**config.mk**
```make
export PLATFORM = sky130hd
export DESIGN_NAME = rgb_to_hsv_converter
export DESIGN_NICKNAME = d
export VERILOG_FILES = /design/src/hw/rtl/rthsv_pkg.sv /design/src/hw/rtl/rgb_to_hsv_converter.sv /design/src/hw/rtl/rthsv_front.sv /design/src/hw/rtl/rthsv_div.sv /design/src/hw/rtl/rthsv_back.sv
export SDC_FILE = /design/constraint.sdc
export NUM_CORES = 1
export LEC_CHECK = 0
export BUFFER_PORTS_ARGS = -buffer_cell sky130_fd_sc_hd__buf_2
export CORE_ASPECT_RATIO = 0.75
export CORE_MARGIN = 2
export CORE_UTILIZATION = 46
export DETAILED_ROUTE_END_ITERATION = 8
export PLACE_DENSITY = 0.6
export SLEW_MARGIN = 15
export SYNTH_ARGS = -nofsm -noshare
export SYNTH_HDL_FRONTEND = slang
export SYNTH_SLANG_ARGS = --single-unit
```
**constraint.sdc**
```tcl
create_clock -name clk -period 17.23 [get_ports clk]
set_input_delay 0.8615 -clock clk [delete_from_list [all_inputs] [get_ports clk]]
set_output_delay 0.8615 -clock clk [all_outputs]
set_load 0.03 [all_outputs]
```
**src/hw/rtl/rthsv_pkg.sv**
```systemverilog
// ----------------------------------------------------------------------------
// RGB to HSV converter shared definitions
// Stage counts, hue sector codes and the beat types that flow between the
// front end, the pipelined divider and the output stage.
// ----------------------------------------------------------------------------
package rthsv_pkg;

    localparam int DIV_X_W            = 24;
    localparam int DIV_BITS_PER_STAGE = 2;
    localparam int DIV_STAGES         = DIV_X_W / DIV_BITS_PER_STAGE;
    localparam int FRONT_STAGES       = 2;
    localparam int PIPE_STAGES        = FRONT_STAGES + DIV_STAGES + 1;

    localparam logic [1:0] SECT_RED   = 2'd0;
    localparam logic [1:0] SECT_GREEN = 2'd1;
    localparam logic [1:0] SECT_BLUE  = 2'd2;

    localparam logic [16:0] HUE_GREEN_OFFSET = 17'd15360;
    localparam logic [16:0] HUE_BLUE_OFFSET  = 17'd30720;
    localparam logic [16:0] HUE_FULL         = 17'd46080;

    typedef struct packed {
        logic [DIV_X_W-1:0] x;
        logic [7:0]         d;
        logic [7:0]         rem;
        logic [DIV_X_W-1:0] q;
    } div_lane_t;

    typedef struct packed {
        logic [1:0] sector;
        logic       neg;
        logic       gray;
        logic [7:0] value;
    } div_side_t;

    typedef struct packed {
        div_lane_t sat;
        div_lane_t hue;
        div_side_t side;
    } div_word_t;

endpackage

```
**src/hw/rtl/rgb_to_hsv_converter.sv**
```systemverilog
// ----------------------------------------------------------------------------
// RGB to HSV converter
// Converts one packed 24-bit RGB pixel per beat into fixed-point hue,
// saturation and value through a fifteen-stage pipeline.
//
//   Channel   Handshake                    Payload
//   pixel     pixel_valid / pixel_stall    pixel_rgb[23:0]
//   result    result_valid / result_stall  hue[15:0], saturation[16:0], value[7:0]
//
// One pixel per cycle is accepted while pixel_stall is low.
// The depth comes from the divider, which yields two quotient bits per stage
// over a 24-bit dividend, after two front-end stages and one output stage.
// Reset clears only the per-stage valid bits.
// Each stage holding a bubble still takes a beat while result_stall is high.
// ----------------------------------------------------------------------------
module rgb_to_hsv_converter (
    input  logic        clk,
    input  logic        rst_n,
    input  logic        pixel_valid,
    output logic        pixel_stall,
    input  logic [23:0] pixel_rgb,
    output logic        result_valid,
    input  logic        result_stall,
    output logic [15:0] hue,
    output logic [16:0] saturation,
    output logic [7:0]  value
);
    import rthsv_pkg::*;

    logic [PIPE_STAGES-1:0] vld_reg;
    logic [PIPE_STAGES-1:0] vld_next;
    logic [PIPE_STAGES-1:0] src_valid;
    logic [PIPE_STAGES-1:0] rdy;
    logic [PIPE_STAGES-1:0] en;
    div_word_t              front_word;
    div_word_t              div_word;

    always_comb
    begin
        src_valid = {vld_reg[PIPE_STAGES-2:0], pixel_valid};
        rdy[PIPE_STAGES-1] = !vld_reg[PIPE_STAGES-1] || !result_stall;
        for (int i = PIPE_STAGES - 2; i >= 0; i--)
        begin
            rdy[i] = !vld_reg[i] || rdy[i+1];
        end
        en       = rdy & src_valid;
        vld_next = (rdy & src_valid) | (~rdy & vld_reg);
    end

    always_ff @(posedge clk or negedge rst_n)
    begin
        if (!rst_n)
        begin
            vld_reg <= '0;
        end
        else
        begin
            vld_reg <= vld_next;
        end
    end

    rthsv_front u_front (
        .clk       (clk),
        .en        (en[FRONT_STAGES-1:0]),
        .pixel_rgb (pixel_rgb),
        .word_out  (front_word)
    );

    rthsv_div u_div (
        .clk      (clk),
        .en       (en[FRONT_STAGES+DIV_STAGES-1:FRONT_STAGES]),
        .word_in  (front_word),
        .word_out (div_word)
    );

    rthsv_back u_back (
        .clk        (clk),
        .en         (en[PIPE_STAGES-1]),
        .word_in    (div_word),
        .hue        (hue),
        .saturation (saturation),
        .value      (value)
    );

    assign pixel_stall  = !rdy[0];
    assign result_valid = vld_reg[PIPE_STAGES-1];

    a_stall_full: assert property (@(posedge clk) disable iff (!rst_n)
        pixel_stall |-> (&vld_reg))
        else $error("input stalled while the pipeline has an empty stage");

    a_hue_range: assert property (@(posedge clk) disable iff (!rst_n)
        result_valid |-> (hue < 16'd46080))
        else $error("hue out of range");

    a_sat_range: assert property (@(posedge clk) disable iff (!rst_n)
        result_valid |-> (saturation <= 17'd65536))
        else $error("saturation out of range");

    a_gray_hue: assert property (@(posedge clk) disable iff (!rst_n)
        (result_valid && (saturation == 17'd0)) |-> (hue == 16'd0))
        else $error("gray pixel with nonzero hue");

endmodule

```
**src/hw/rtl/rthsv_front.sv**
```systemverilog
// ----------------------------------------------------------------------------
// RGB to HSV front end
// Two register stages: channel maximum, max-min delta, hue sector and difference, then the
// scaled hue difference and the dividend and divisor of both divisions.
// ----------------------------------------------------------------------------
module rthsv_front (
    input  logic                                        clk,
    input  logic [rthsv_pkg::FRONT_STAGES-1:0]          en,
    input  logic [23:0]                                 pixel_rgb,
    output rthsv_pkg::div_word_t                        word_out
);
    import rthsv_pkg::*;

    logic [7:0]       r;
    logic [7:0]       g;
    logic [7:0]       b;
    logic [7:0]       hi_next;
    logic [7:0]       lo_next;
    logic [1:0]       sector_next;
    logic signed [8:0] diff_next;

    logic [7:0]       hi_reg;
    logic [7:0]       delta_reg;
    logic [1:0]       sector_reg;
    logic signed [8:0] diff_reg;

    logic             neg;
    logic [8:0]       abs_wide;
    logic [7:0]       abs_diff;
    logic [11:0]      scaled;
    div_word_t        word_next;
    div_word_t        word_reg;

    always_comb
    begin
        r = pixel_rgb[23:16];
        g = pixel_rgb[15:8];
        b = pixel_rgb[7:0];
        hi_next = (r > g) ? r : g;
        if (b > hi_next)
        begin
            hi_next = b;
        end
        lo_next = (r < g) ? r : g;
        if (b < lo_next)
        begin
            lo_next = b;
        end
        if (r >= hi_next)
        begin
            sector_next = SECT_RED;
            diff_next   = $signed({1'b0, g}) - $signed({1'b0, b});
        end
        else if (g >= hi_next)
        begin
            sector_next = SECT_GREEN;
            diff_next   = $signed({1'b0, b}) - $signed({1'b0, r});
        end
        else
        begin
            sector_next = SECT_BLUE;
            diff_next   = $signed({1'b0, r}) - $signed({1'b0, g});
        end
    end

    always_ff @(posedge clk)
    begin
        if (en[0])
        begin
            hi_reg     <= hi_next;
            delta_reg  <= hi_next - lo_next;
            sector_reg <= sector_next;
            diff_reg   <= diff_next;
        end
    end

    // The hue term is |diff| * 7680 / delta, and 7680 is 15 * 512.
    always_comb
    begin
        neg      = diff_reg[8];
        abs_wide = neg ? 9'(-diff_reg) : 9'(diff_reg);
        abs_diff = abs_wide[7:0];
        scaled   = {abs_diff, 4'b0000} - {4'b0000, abs_diff};

        word_next             = '0;
        word_next.sat.x       = {delta_reg, 16'h0000};
        word_next.sat.d       = hi_reg;
        word_next.hue.x       = {3'b000, scaled, 9'h000};
        word_next.hue.d       = delta_reg;
        word_next.side.sector = sector_reg;
        word_next.side.neg    = neg;
        word_next.side.gray   = (delta_reg == 8'd0);
        word_next.side.value  = hi_reg;
    end

    always_ff @(posedge clk)
    begin
        if (en[1])
        begin
            word_reg <= word_next;
        end
    end

    assign word_out = word_reg;

endmodule

```
**src/hw/rtl/rthsv_div.sv**
```systemverilog
// ----------------------------------------------------------------------------
// RGB to HSV pipelined divider
// Restoring division of the saturation and hue dividends, two quotient bits
// per register stage, with the pixel sideband carried alongside.
// ----------------------------------------------------------------------------
module rthsv_div (
    input  logic                                clk,
    input  logic [rthsv_pkg::DIV_STAGES-1:0]    en,
    input  rthsv_pkg::div_word_t                word_in,
    output rthsv_pkg::div_word_t                word_out
);
    import rthsv_pkg::*;

    div_word_t stage_reg  [DIV_STAGES];
    div_word_t stage_next [DIV_STAGES];

    function automatic div_lane_t lane_step(input div_lane_t a);
        div_lane_t  o;
        logic [8:0] trial;
        o = a;
        for (int i = 0; i < DIV_BITS_PER_STAGE; i++)
        begin
            trial = {o.rem, o.x[DIV_X_W-1]};
            o.x   = {o.x[DIV_X_W-2:0], 1'b0};
            if (trial >= {1'b0, o.d})
            begin
                o.rem = 8'(trial - {1'b0, o.d});
                o.q   = {o.q[DIV_X_W-2:0], 1'b1};
            end
            else
            begin
                o.rem = trial[7:0];
                o.q   = {o.q[DIV_X_W-2:0], 1'b0};
            end
        end
        return o;
    endfunction

    for (genvar k = 0; k < DIV_STAGES; k++)
    begin : g_stage
        div_word_t src;

        if (k == 0)
        begin : g_first
            assign src = word_in;
        end
        else
        begin : g_rest
            assign src = stage_reg[k-1];
        end

        always_comb
        begin
            stage_next[k].sat  = lane_step(src.sat);
            stage_next[k].hue  = lane_step(src.hue);
            stage_next[k].side = src.side;
        end

        always_ff @(posedge clk)
        begin
            if (en[k])
            begin
                stage_reg[k] <= stage_next[k];
            end
        end
    end

    assign word_out = stage_reg[DIV_STAGES-1];

endmodule

```
**src/hw/rtl/rthsv_back.sv**
```systemverilog
// ----------------------------------------------------------------------------
// RGB to HSV output stage
// Applies sign and sector offset to the hue quotient, wraps negative hues,
// clears hue and saturation of gray pixels and holds the result beat.
// ----------------------------------------------------------------------------
module rthsv_back (
    input  logic                    clk,
    input  logic                    en,
    input  rthsv_pkg::div_word_t    word_in,
    output logic [15:0]             hue,
    output logic [16:0]             saturation,
    output logic [7:0]              value
);
    import rthsv_pkg::*;

    logic [12:0]        term;
    logic signed [16:0] term_s;
    logic [16:0]        offset;
    logic signed [16:0] sum;
    logic signed [16:0] wrapped;
    logic [15:0]        hue_next;
    logic [16:0]        sat_next;

    logic [15:0]        hue_reg;
    logic [16:0]        sat_reg;
    logic [7:0]         value_reg;

    always_comb
    begin
        term = word_in.hue.q[12:0];
        term_s = word_in.side.neg ? -$signed({4'b0000, term}) : $signed({4'b0000, term});
        case (word_in.side.sector)
            SECT_GREEN: offset = HUE_GREEN_OFFSET;
            SECT_BLUE:  offset = HUE_BLUE_OFFSET;
            default:    offset = 17'd0;
        endcase
        sum = $signed(offset) + term_s;
        wrapped = sum[16] ? (sum + $signed(HUE_FULL)) : sum;
        if (word_in.side.gray)
        begin
            hue_next = 16'd0;
            sat_next = 17'd0;
        end
        else
        begin
            hue_next = wrapped[15:0];
            sat_next = word_in.sat.q[16:0];
        end
    end

    always_ff @(posedge clk)
    begin
        if (en)
        begin
            hue_reg   <= hue_next;
            sat_reg   <= sat_next;
            value_reg <= word_in.side.value;
        end
    end

    assign hue        = hue_reg;
    assign saturation = sat_reg;
    assign value      = value_reg;

endmodule

```
### After elaboration in Yosys (flattened, before gate mapping)

Memory sizes are Yosys's and may differ from the RTL's.
Index checks and enable logic that the tools add are counted.

| storage, ports and cells | value |
|---|---|
| memories kept | 1 |
| output and inout port bits | 43 |
| memory bits (writable) | 1,632 |
| bits in registers | 115 |
| input bits | 28 |
| word-level logic and storage cells | 248 |

Memories:

| name | words | bits a word | rd ports | clocked after Yosys merged registers in | wr ports | RTL line | source |
|---|---|---|---|---|---|---|---|
| u_div.stage_reg | 12 | 136 | 12 | 0 | 12 | rthsv_div.sv:14 | `div_word_t stage_reg [DIV_STAGES];` |

| operators by class | value |
|---|---|
| bitwise operators | 4 |
| eq/ne operators | 2 |
| mux-type cells | 83 |
| reductions and logical operators | 33 |
| add/sub/neg operators | 57 |
| magnitude comparators | 54 |

Operators by type and width:

| cell | count |
|---|---|
| $mux W32 | 48 |
| $ge A9 B8 Y1 | 46 |
| $sub A8 B8 Y8 | 47 |
| $mux W8 | 5 |
| $and A15 B15 Y15 | 2 |
| $pmux W15 S2 | 1 |
| $sub A8 B8 Y9 | 3 |
| $mux W1 | 24 |
| $mux W9 | 2 |
| $add A16 B17 Y17 | 1 |
| $logic_not A1 Y1 | 17 |
| $mux W17 | 1 |
| $neg A13 Y17 | 1 |
| $add A16 B16 Y16 const B | 1 |
| $ge A8 B8 Y1 | 2 |
| $gt A8 B8 Y1 | 2 |
| $lt A8 B8 Y1 | 2 |
| $mux W16 | 1 |
| $logic_or A1 B1 Y1 | 15 |
| $not A15 Y15 | 1 |
| $or A15 B15 Y15 | 1 |
| $sub A12 B8 Y12 | 1 |
| $ge A1 B8 Y1 | 1 |
| $ge A1 B8 Y1 const A | 1 |
| 7 further kinds | 7 |

### Longest topological paths before layout

Gate-level depths: netlist of the first run.

| logic depth | value |
|---|---|
| depth after elaboration | 19 |
| depth in mapped cells | 29 |
| depth with buffers taken out | 27 |

### Modules after synthesis

A second synthesis of the first run with hierarchy kept.

| unflattened totals | value |
|---|---|
| cell total of the unflattened synthesis | 4,848 |
| area total of the unflattened synthesis | 63,078.0 um^2 |

Modules (own cells, without submodules):

| module | times used | cells each | area an instance (um^2) | sequential area each (um^2) |
|---|---|---|---|---|
| rthsv_div | 1 | 3,976 | 54,253.3 | 33,151.8 |
| rthsv_front | 1 | 638 | 5,999.5 | 1,771.7 |
| rthsv_back | 1 | 168 | 2,109.5 | 1,231.2 |
| rgb_to_hsv_converter | 1 | 66 | 715.7 | 375.4 |

### Worst setup path after synthesis of the first run

No wires, ideal clock.

| path | value |
|---|---|
| kind | input port to flip-flop |
| start | input port pixel_rgb[11] |
| end | register u_front.diff_reg[8], data pin |
| data required time | 16.970 ns |
| path slack | 11.250 ns |
| arrival time | 5.720 ns |
| buffers on the path | 2 |
| setup time | 0.260 ns |
| cell stages on the path | 26 |
| path through | inv_1 ha_1 a21o_1 a21oi_1 a21oi_2 o21ai_0 clkbuf_1 a21oi_1 ha_1 a21oi_1 nor2b_1 o21ai_0 nand2b_1 nor2_1 a21boi_2 a221oi_2 buf_6 nor2_1 a21oi_1 ha_1 nand2b_1 maj3_2 a2111oi_4 a211oi_2 a221oi_2 mux2_2 |

| on the way | value |
|---|---|
| word-level cells in the longest chain between the ends | 7 |
| elaborated cells between the ends (all ways) | 10 |
| those cells by class | 2 x add/sub; 4 x order compare; 4 x mux |

Ends and longest elaborated chain:

| element | RTL line | source |
|---|---|---|
| from (decl) | rgb_to_hsv_converter.sv:21 | `input logic [23:0] pixel_rgb,` |
| $gt A8 B8 Y1 | rthsv_front.sv:39 | `hi_next = (r > g) ? r : g;` |
| $mux W8 * | rthsv_front.sv:39 |  |
| $gt A8 B8 Y1 | rthsv_front.sv:40 | `if (b > hi_next)` |
| $mux W8 * | rthsv_front.sv:40 |  |
| named net u_front.hi_next[0] | rthsv_front.sv:17 | `logic [7:0] hi_next;` |
| $ge A8 B8 Y1 | rthsv_front.sv:54 | `else if (g >= hi_next)` |
| $mux W9 | rthsv_front.sv:54 |  |
| $mux W9 * | rthsv_front.sv:49 | `if (r >= hi_next)` |
| named net u_front.diff_next[8] | rthsv_front.sv:20 | `logic signed [8:0] diff_next;` |
| to (signal assigned) | rthsv_front.sv:73 | `diff_reg <= diff_next;` |
| to (decl) | rthsv_front.sv:25 | `logic signed [8:0] diff_reg;` |

Mark *: on every way through the listed nets, which the timed path passes. The rest lies on a longest branch.
A chain may end at the register's enable or synchronous reset.

### Worst setup path in the final report of the first run

| path | value |
|---|---|
| start | input port pixel_rgb[10] |
| end | register u_front.diff_reg[8], data pin |

Same word-level chain as after synthesis.

==> results of run 1 <==
area by class of cell:
cell class	instances	area, um2
timing repair buffer	96	546
clock buffer	87	1920
multi-input combinational	2568	19400
inverter	397	1490
sequential	701	21000
fill	7974	43600
tap	1212	1520
clock inverter	48	452
cells by family after synthesis:
logic type               share of synthesized area [%]
AND/OR/NAND/NOR                                   10.9
AO/OA/AOI/OAI                                     11.1
flip-flops                                        49.9
adder cells (fa/ha/maj)                           14.6
buffers and inverters                             3.95
XOR/XNOR                                          4.90
multiplexers                                      4.62
other                                          0.00893
metal layers:
metal  GRT usage [%]  share of wire [%]
met2            27.0                 43
met5               0              0.031
met3            2.53                3.2
met1            25.5                 52
met4            4.48                2.0
power groups by stage:
stage	Combinational, mW	Clock (mW)	Sequential, mW
after floorplan	4.23	0	3.02
after global placement	5.26	0	3.06
after detailed placement	5.31	0	3.07
after CTS	5.35	1.62	3.04
after global routing	6.08	1.68	3.09
final	5.34	1.57	3.03
through the flow:
step                      hold slack [ps]  instance area, um2
after CTS                             102               46300
after detailed placement              405               44000
after floorplan                       400               42000
after global placement                400               44000
final                                 135               46300
after global routing                  139               46300
path summary, 6_finish.rpt:
kind	from	cells past startpoint	endpoint
hold reg to reg	u_div.stage_reg[1][420]$_DFFE_PP_	0	u_div.stage_reg[2][14]$_DFFE_PP_
max in group asynchronous	rst_n	1	async pin
min in group clk	u_div.stage_reg[1][420]$_DFFE_PP_	0	u_div.stage_reg[2][14]$_DFFE_PP_
setup reg to reg	u_div.stage_reg[1][45]$_DFFE_PP_	26	u_div.stage_reg[1][177]$_DFFE_PP_
setup / recovery	pixel_rgb[10]	28	u_front.diff_reg[8]$_DFFE_PP_
hold / removal	rst_n	1	async pin
placed cells by master (no fill, tap or decap), types with 12 or more instances in the layout:
cell,Yosys,routed
nand3_1,60,60
mux2i_1,43,43
nor3_1,18,18
nor2b_1,110,107
o21ai_0,289,289
a21o_1,82,82
o21a_1,34,34
and2_1,28,19
edfxtp_1,686,686
mux2_2,129,129
buf_4,0,26
dfrtp_1,15,15
inv_1,389,389
or2_2,19,19
nand2_1,249,249
or4_1,17,17
o21bai_1,13,13
buf_2,0,70
xor2_1,82,82
clkinv_1,3,16
fa_1,37,37
clkbuf_1,35,12
clkinv_2,0,12
o31ai_1,50,50
a21boi_0,47,46
ha_1,427,427
nor2_1,260,260
xnor2_1,153,153
clkbuf_16,0,75
nand2b_1,87,87
a21oi_1,162,162
nand4_1,47,47
worst reg2reg max path, delay by kind of cell, from the launching register on:
family	cells	cell delay, ps
AOI/OAI and AO/OA	14	2970
and+or+nand+nor	5	1090
buffers and inverters	4	720
adders and majority gates	2	490
DFF	1	470
muxes	1	440
==> flow_summary.toml, run 1 <==
[synth]
synthFlopType = "edfxtp_1"
synth.yosys.seq_area_share_pct = 49.9
synth.area.top_cells = "edfxtp_1 49%, ha_1 13%, inv_1 3.5%"
synth_cell_types = 81
avgSynthCellArea_um2 = 11.3
yosysMostFrequentCell = "edfxtp_1"
synth_top_area_share_pct = 49.0
syn_inst = 3703
synth_commonest_cells = "686 x edfxtp_1, 427 x ha_1, 389 x inv_1"
synth_top_area_cell = "edfxtp_1"
yosysWarnings = 0
synthesis.area_mm2 = 0.0420
synthArstFlopShare_pct = 2.14
synth_edf_count = 686
ys_seq_elements = 701

[clock_network]
cts_hold_buf = 0
cts_buffers = 75
cts_root_buffer = "clkbuf_16"
cts_resized = 0
clockBufferDepth = 3
cts.sinks = 701
clk_latency_ps = 630
cts_setup_buffers = 0
cts_tree = "done"
cts_max_level = 3
path_clk_slew_ps = 60

[setup_path]
critical_path_buf_inv_count = 4
crit_required_ps = 17610
regToRegSetupSlack_ps = 10810
crit_slowest_cell = "a221oi_2"
startpoint_type = "input port"
crit_type = "in -> reg"
worst_ep_arrival_time_ps = 6930
critPathMaxFanout = 12
critPathMaxStageDelay_ps = 920
cpLargestDelayFamily = "compound AO/OA/AOI/OAI gates"
end_kind = "flop"

[drt]
ant_nets = 0
drt_iter0_drc = 1590
dr.pass1.iters = 4
drc = 0
wire_per_inst_um = 15.7
vias = 26300
viasPerCell = 5.14
wirelength_mm = 80.2

[sta]
finClkSkew_ps = 18.6
fmax_ghz = 0.153
setup_tns_ps = 0
period_minus_slack_ps = 6560
final-setup-viol-count = 0
hold_viol = 0
worst_pin_slew_ps = 1110
layout_setup_ws_ps = 10670
finalMaxSlewViolations = 0
min_period_over_period_pct = 38.0
rsz0062_at_grt = "no"
slew_headroom_pct = 26.0

[power]
p_int_mw = 6.05
pwr-share-comb_pct = 53.7
p_seq_share_pct = 30.5
swShare_pct = 39.1
clockPowerShare_pct = 15.8
switchingPower_mw = 3.88
irDropWorstVdd_mv = 0.107
p_per_area_mw_per_mm2 = 214
power.leakage_nw = 19.2
total_power_mw = 9.93

[final_layout]
syn2layout_area_growth_pct = 10.3
drive_gt1_share_pct = 10.4
largest_register_ffs = 586
fin_nets = 4331
post_layout_nonfiller_instances = 5109
diodes = 0
utilization_pct = 51.5

[die]
rows = 95
core_area_mm2 = 0.0900
io_pins = 71
initial_utilization_pct = 46.7
die_h_um = 266
dieArea_mm2 = 0.0938
die-width_um = 353

[global_route]
grt_start_max_net_pins = 63
gr-usage-all-layers_pct = 17.4
antenna_found_initial = 2
grt_pass1_wl_mm = 134
grt_overflow = 0
grt_pass1_vias = 25700

[flow_run]
maxCapViolCount = 0

[run_status]
status = "finished clean"

[hold_path]
min_path_type = "in -> async"

[placement]
place_inst = 4974
dp_slack_ps = 10050
dp_hpwl_mm = 61.5
portBuffers = 70
gp_congestion = 0.850
(Power assumes the default switching activity.)
==> run 2, diff against run 1 <==
--- a/config.mk
+++ b/config.mk
@@ -5,12 +5,13 @@
 export SDC_FILE = /design/constraint.sdc
 export NUM_CORES = 1
 export LEC_CHECK = 0
+export ABC_AREA = 1
 export BUFFER_PORTS_ARGS = -buffer_cell sky130_fd_sc_hd__buf_2
 export CORE_ASPECT_RATIO = 0.75
 export CORE_MARGIN = 2
 export CORE_UTILIZATION = 46
 export DETAILED_ROUTE_END_ITERATION = 8
-export PLACE_DENSITY = 0.6
+export PLACE_DENSITY = 0.63
 export SLEW_MARGIN = 15
 export SYNTH_ARGS = -nofsm -noshare
 export SYNTH_HDL_FRONTEND = slang
==> constraint.sdc (replaced) <==
create_clock -name clk -period 5.3 [get_ports clk]
set_input_delay 0.265 -clock clk [delete_from_list [all_inputs] [get_ports clk]]
set_output_delay 0.265 -clock clk [all_outputs]
set_load 0.03 [all_outputs]
==> flow_summary.toml, run 2 <==
[run_status]
status = "finished clean"

[synth]
synth_commonest_cells = "686 x edfxtp_1, 679 x inv_1, 674 x nand2_1"
synth_top_area_share_pct = 48.7
synthesis.area_mm2 = 0.0423
synth.area.top_cells = "edfxtp_1 49%, ha_1 13%, inv_1 6.0%"
synth_top_area_cell = "edfxtp_1"
avgSynthCellArea_um2 = 9.81
synth_cell_types = 58
syn_inst = 4313
synth.yosys.seq_area_share_pct = 49.6
ys_seq_elements = 701
synth_edf_count = 686
yosysWarnings = 0
yosysMostFrequentCell = "edfxtp_1"
synthFlopType = "edfxtp_1"
synthArstFlopShare_pct = 2.14

[die]
die-width_um = 354
core_area_mm2 = 0.0913
rows = 96
die_h_um = 267
io_pins = 71
dieArea_mm2 = 0.0945
initial_utilization_pct = 46.4

[drt]
ant_nets = 0
drt_iter0_drc = 1854
wirelength_mm = 82.6
wire_per_inst_um = 14.4
viasPerCell = 5.01
dr.pass1.iters = 6
vias = 28800
drc = 0

[setup_path]
crit_type = "reg -> reg"
crit_required_ps = 5660
worst_ep_arrival_time_ps = 5160
cpMostUsedCell = "nor2_1"
startpoint_type = "flop"
critPathMaxStageDelay_ps = 400
crit_slowest_cell = "edfxtp_1"
end_kind = "flop"
critPathMaxFanout = 13

[global_route]
antenna_found_initial = 0
grt_pass1_wl_mm = 137
grt_start_max_net_pins = 63
grt_pass1_vias = 27300
grt_overflow = 0
gr-usage-all-layers_pct = 17.6

[final_layout]
multiInputGateArea_mm2 = 0.0186
final.fill_count = 8175
regArea_mm2 = 0.0210
diodes = 0
fin_nets = 4956
drive_gt1_share_pct = 7.05
mostFrequentLayoutCells = "686 x edfxtp_1, 673 x inv_1, 672 x nand2_1"
final_common_cell = "edfxtp_1"
utilization_pct = 51.3
largest_register_ffs = 586
syn2layout_area_growth_pct = 10.7

[sta]
finalMaxSlewViolations = 0
min_period_over_period_pct = 90.6
hold_viol = 0
slew_headroom_pct = 32.0
final-setup-viol-count = 0
whs_ps = 88.4
fmax_ghz = 0.208
worst_pin_slew_ps = 1020
period_minus_slack_ps = 4800
rsz0062_at_grt = "no"
finClkSkew_ps = 23.2
setup_tns_ps = 0

[clock_network]
cts_buffers = 73
cts_tree = "done"
path_clk_slew_ps = 60
cts.sinks = 701
cts_max_level = 3
clockBufferDepth = 3
cts_root_buffer = "clkbuf_16"
cts_setup_buffers = 0
clk_latency_ps = 630

[placement]
dp_hpwl_mm = 63.6
gp_congestion = 0.914
portBuffers = 70

[flow_run]
maxCapViolCount = 0

[hold_path]
min_path_type = "in -> async"
[run 2: changes by cell type after synthesis, sizes merged, moves of 85 or more]
cell,change
nand2,+435
inv,+299
a21oi,+134
nand2b,-85
mux2,-127
nor2b,-110
nor2,+98
xor2,+92
[run 2: path summary, 6_finish.rpt]
check	cells past startpoint	from	slack [ps]	end
setup / recovery	29	u_div.stage_reg[2][108]$_DFFE_PP_	500	u_div.stage_reg[2][240]$_DFFE_PP_
hold / removal	2	rst_n	90	async pin
setup reg to reg	29	u_div.stage_reg[2][108]$_DFFE_PP_	500	u_div.stage_reg[2][240]$_DFFE_PP_
hold reg to reg	0	u_div.stage_reg[1][8]$_DFFE_PP_	410	u_div.stage_reg[1][144]$_DFFE_PP_
max in group asynchronous	2	rst_n	4920	async pin
min in group clk	6	pixel_rgb[13]	240	u_front.diff_reg[5]$_DFFE_PP_
[run 2: worst max-delay path, delay by kind of cell, from the launching register on]
family          cells  cell delay, ps
simple gates       15            1560
buf+inv             4             610
compound gates      8            1310
fa+ha+maj           2             650
flops               1             400
[run 2: per-stage QoR]
| step | area (um2) | cells | worst slack [ps] |
|---|---|---|---|
| after CTS | 46800 | 5748 | 412 |
| after floorplan | 42300 | 4315 | 776 |
| after detailed placement | 44400 | 5611 | 267 |
| after global placement | 44400 | 5611 | 399 |
| final | 46900 | 5748 | 499 |
| after global routing | 46900 | 5748 | 5.00 |
[run 2: layer usage]
| layer | GRT usage [%] | share of wire (%) | up-vias |
|---|---|---|---|
| met5 | 0 | 0 | - |
| met4 | 3.76 | 1.6 | 0 |
| met3 | 2.93 | 4.4 | 99 |
| met2 | 27.8 | 44 | 522 |
| met1 | 25.5 | 50 | 13100 |
| li1 | - | - | 15100 |
[run 2: logic make-up after synthesis]
group / synth area share (%)
AND/OR/NAND/NOR: 13.0
AO/OA/AOI/OAI: 10.8
buffers and inverters: 6.67
flip-flops: 49.6
adder cells (fa/ha/maj): 14.4
XOR/XNOR: 5.51
multiplexers: 0.133
other: 0.00886
[run 2: final cells by class]
type                            instances  area share (%)
Timing Repair Buffer                  123            1.61
Clock buffer                           83            4.07
Sequential cell                       701            44.8
Inverter                              697            5.58
Clock inverter                         51           0.999
Tap cell                             1225            3.27
Multi-Input combinational cell       2868            39.7
[run 2: timing repair]
action	4_1_cts	5_1_grt
endpoints found under the setup margin	0	37
hold endpoints to repair	18	0
gates resized for setup	0	10
hold buffers	3	0
Power of run 2 is not shown: default switching activity piles up to over one toggle a cycle in this logic, so the estimate is an artifact.
==> run 3, diff against run 2 <==
--- a/config.mk
+++ b/config.mk
@@ -11,7 +11,7 @@
 export CORE_MARGIN = 2
 export CORE_UTILIZATION = 46
 export DETAILED_ROUTE_END_ITERATION = 8
-export PLACE_DENSITY = 0.63
+export PLACE_DENSITY = 0.6
 export SLEW_MARGIN = 15
 export SYNTH_ARGS = -nofsm -noshare
 export SYNTH_HDL_FRONTEND = slang
==> constraint.sdc (replaced) <==
create_clock -name clk -period 5.1 [get_ports clk]
set_input_delay 0.255 -clock clk [delete_from_list [all_inputs] [get_ports clk]]
set_output_delay 0.255 -clock clk [all_outputs]
set_load 0.03 [all_outputs]
==> flow_summary.toml, run 3 (synthesized netlist as in run 2, its figures left out) <==
[drt]
drt_iter0_drc = 1894
vias = 28900
ant_nets = 0
wire_per_inst_um = 14.6
wirelength_mm = 84.0
viasPerCell = 5.02
drc = 0
dr.pass1.iters = 5

[die]
io_pins = 71
rows = 96
core_area_mm2 = 0.0913
die-width_um = 354
initial_utilization_pct = 46.4
dieArea_mm2 = 0.0945
die_h_um = 267

[setup_path]
r2r-start = "u_div.stage_reg[1][380]$_DFFE_PP_"
r2r_cells = 26
worst_ep_arrival_time_ps = 5050
end_kind = "flop"
crit_type = "reg -> reg"
crit_path_start = "u_div.stage_reg[1][380]$_DFFE_PP_"
critPathMaxFanout = 11
regToRegSetupSlack_ps = 420
startpoint_type = "flop"
reg2reg_to = "u_div.stage_reg[1][508]$_DFFE_PP_"
crit_required_ps = 5470

[clock_network]
path_clk_slew_ps = 60
cts_root_buffer = "clkbuf_16"
cts.sinks = 701
cts_max_level = 3
cts_buffers = 74
cts_tree = "done"
clk_latency_ps = 660
clockBufferDepth = 3

[sta]
final-setup-viol-count = 0
finalMaxSlewViolations = 0
setup_tns_ps = 0
hold_viol = 0
period_minus_slack_ps = 4680
fmax_ghz = 0.214
worst_pin_slew_ps = 1000
finClkSkew_ps = 42.3
min_period_over_period_pct = 91.7
slew_headroom_pct = 33.2

[final_layout]
final.fill_count = 8208
fin_nets = 4964
largest_register_ffs = 586
drive_gt1_share_pct = 7.54
syn2layout_area_growth_pct = 11.0
mostFrequentLayoutCells = "686 x edfxtp_1, 672 x nand2_1, 663 x inv_1"
diodes = 0
final_common_cell = "edfxtp_1"

[placement]
dp_hpwl_mm = 65.1
gp_congestion = 0.913
portBuffers = 70

[global_route]
grt_pass1_wl_mm = 138
gr-usage-all-layers_pct = 17.9
grt_overflow = 0
grt_start_max_net_pins = 59
grt_pass1_vias = 27600
antenna_found_initial = 0

[hold_path]
min_path_type = "in -> async"

[flow_run]
maxCapViolCount = 0

[run_status]
status = "finished clean"
-- run 3: cell count changes in the layout (fill, tap and decap cells not counted), moves of 3 or more --
| cell | change |
|---|---|
| inv_1 | -10 |
| a21oi_2 | +6 |
| clkinv_16 | +4 |
| o21ai_1 | +4 |
| clkinvlp_4 | +5 |
| a21oi_1 | -6 |
| clkbuf_1 | +5 |
| buf_4 | +3 |
| clkinv_1 | -8 |
| o21ai_0 | -6 |
-- run 3: per-layer routing --
metal	global-route usage [%]	part of all wire (%)
met1	25.4	50
met2	29.0	45
met3	2.39	4.0
met4	4.35	1.8
met5	0	0
-- run 3: how the worst max path moves through the flow --
stage	cells past startpoint	end	slack, ps
2_1_floorplan	24	u_div.stage_reg[0][444]$_DFFE_PP_	580
3_3_place_gp	28	u_front.diff_reg[0]$_DFFE_PP_	160
3_5_place_dp	26	u_front.diff_reg[0]$_DFFE_PP_	6
4_1_cts	29	u_div.stage_reg[1][173]$_DFFE_PP_	180
5_1_grt	25	u_div.stage_reg[0][311]$_DFFE_PP_	-50
6_report	26	u_div.stage_reg[1][508]$_DFFE_PP_	420
-- run 3: metrics by stage --
stage                     instances  setup slack [ps]  utilization, %  hold slack (ps)  instance area (um2)
after floorplan                4315               576               -            -40.6                42300
after global placement         5613               161            48.7              237                44400
after detailed placement       5613              5.98            48.7              241                44400
after CTS                      5744               177            51.3             79.8                46900
after global routing           5749             -53.3            51.5              141                47000
final                          5749               422            51.5              107                47000
-- run 3: critical path: stages, from the launching register on --
cell and delay (ps):
edfxtp_1 390, inv_1 120, ha_1 300, a21oi_1 210, o21ai_0 90, a21oi_1 270
nor2_1 80, nor2_1 90, o21bai_1 80, nand2_1 80, nand4_1 120, mux2_2 330
ha_1 340, a21oi_1 160, nand2_1 90, a21oi_1 130, inv_1 50, a21oi_1 200
nor2_1 70, nor2_1 90, inv_1 40, a21oi_1 190, inv_1 70, a211oi_1 200
nand2_1 200, inv_1 250, o21ai_0 160
-- run 3: cell type report --
| class | instances | area (um2) | area share (%) |
|---|---|---|---|
| inverter | 697 | 2640 | 5.63 |
| clock buffer | 88 | 1910 | 4.07 |
| multi-input combinational | 2868 | 18600 | 39.7 |
| timing repair buffer | 127 | 790 | 1.68 |
| timing repair inverter | 3 | 20.0 | 0.0426 |
| clock inverter | 40 | 472 | 1.00 |
| sequential | 701 | 21000 | 44.6 |
| tap | 1225 | 1530 | 3.26 |
-- run 3: timing repair --
action	CTS	global route
gates resized for setup	0	39
endpoints found under the hold margin	18	0
buffers inserted	0	2
hold buffers	3	0
endpoints found under the setup margin	0	100
Power of run 3 is left out for the same reason.
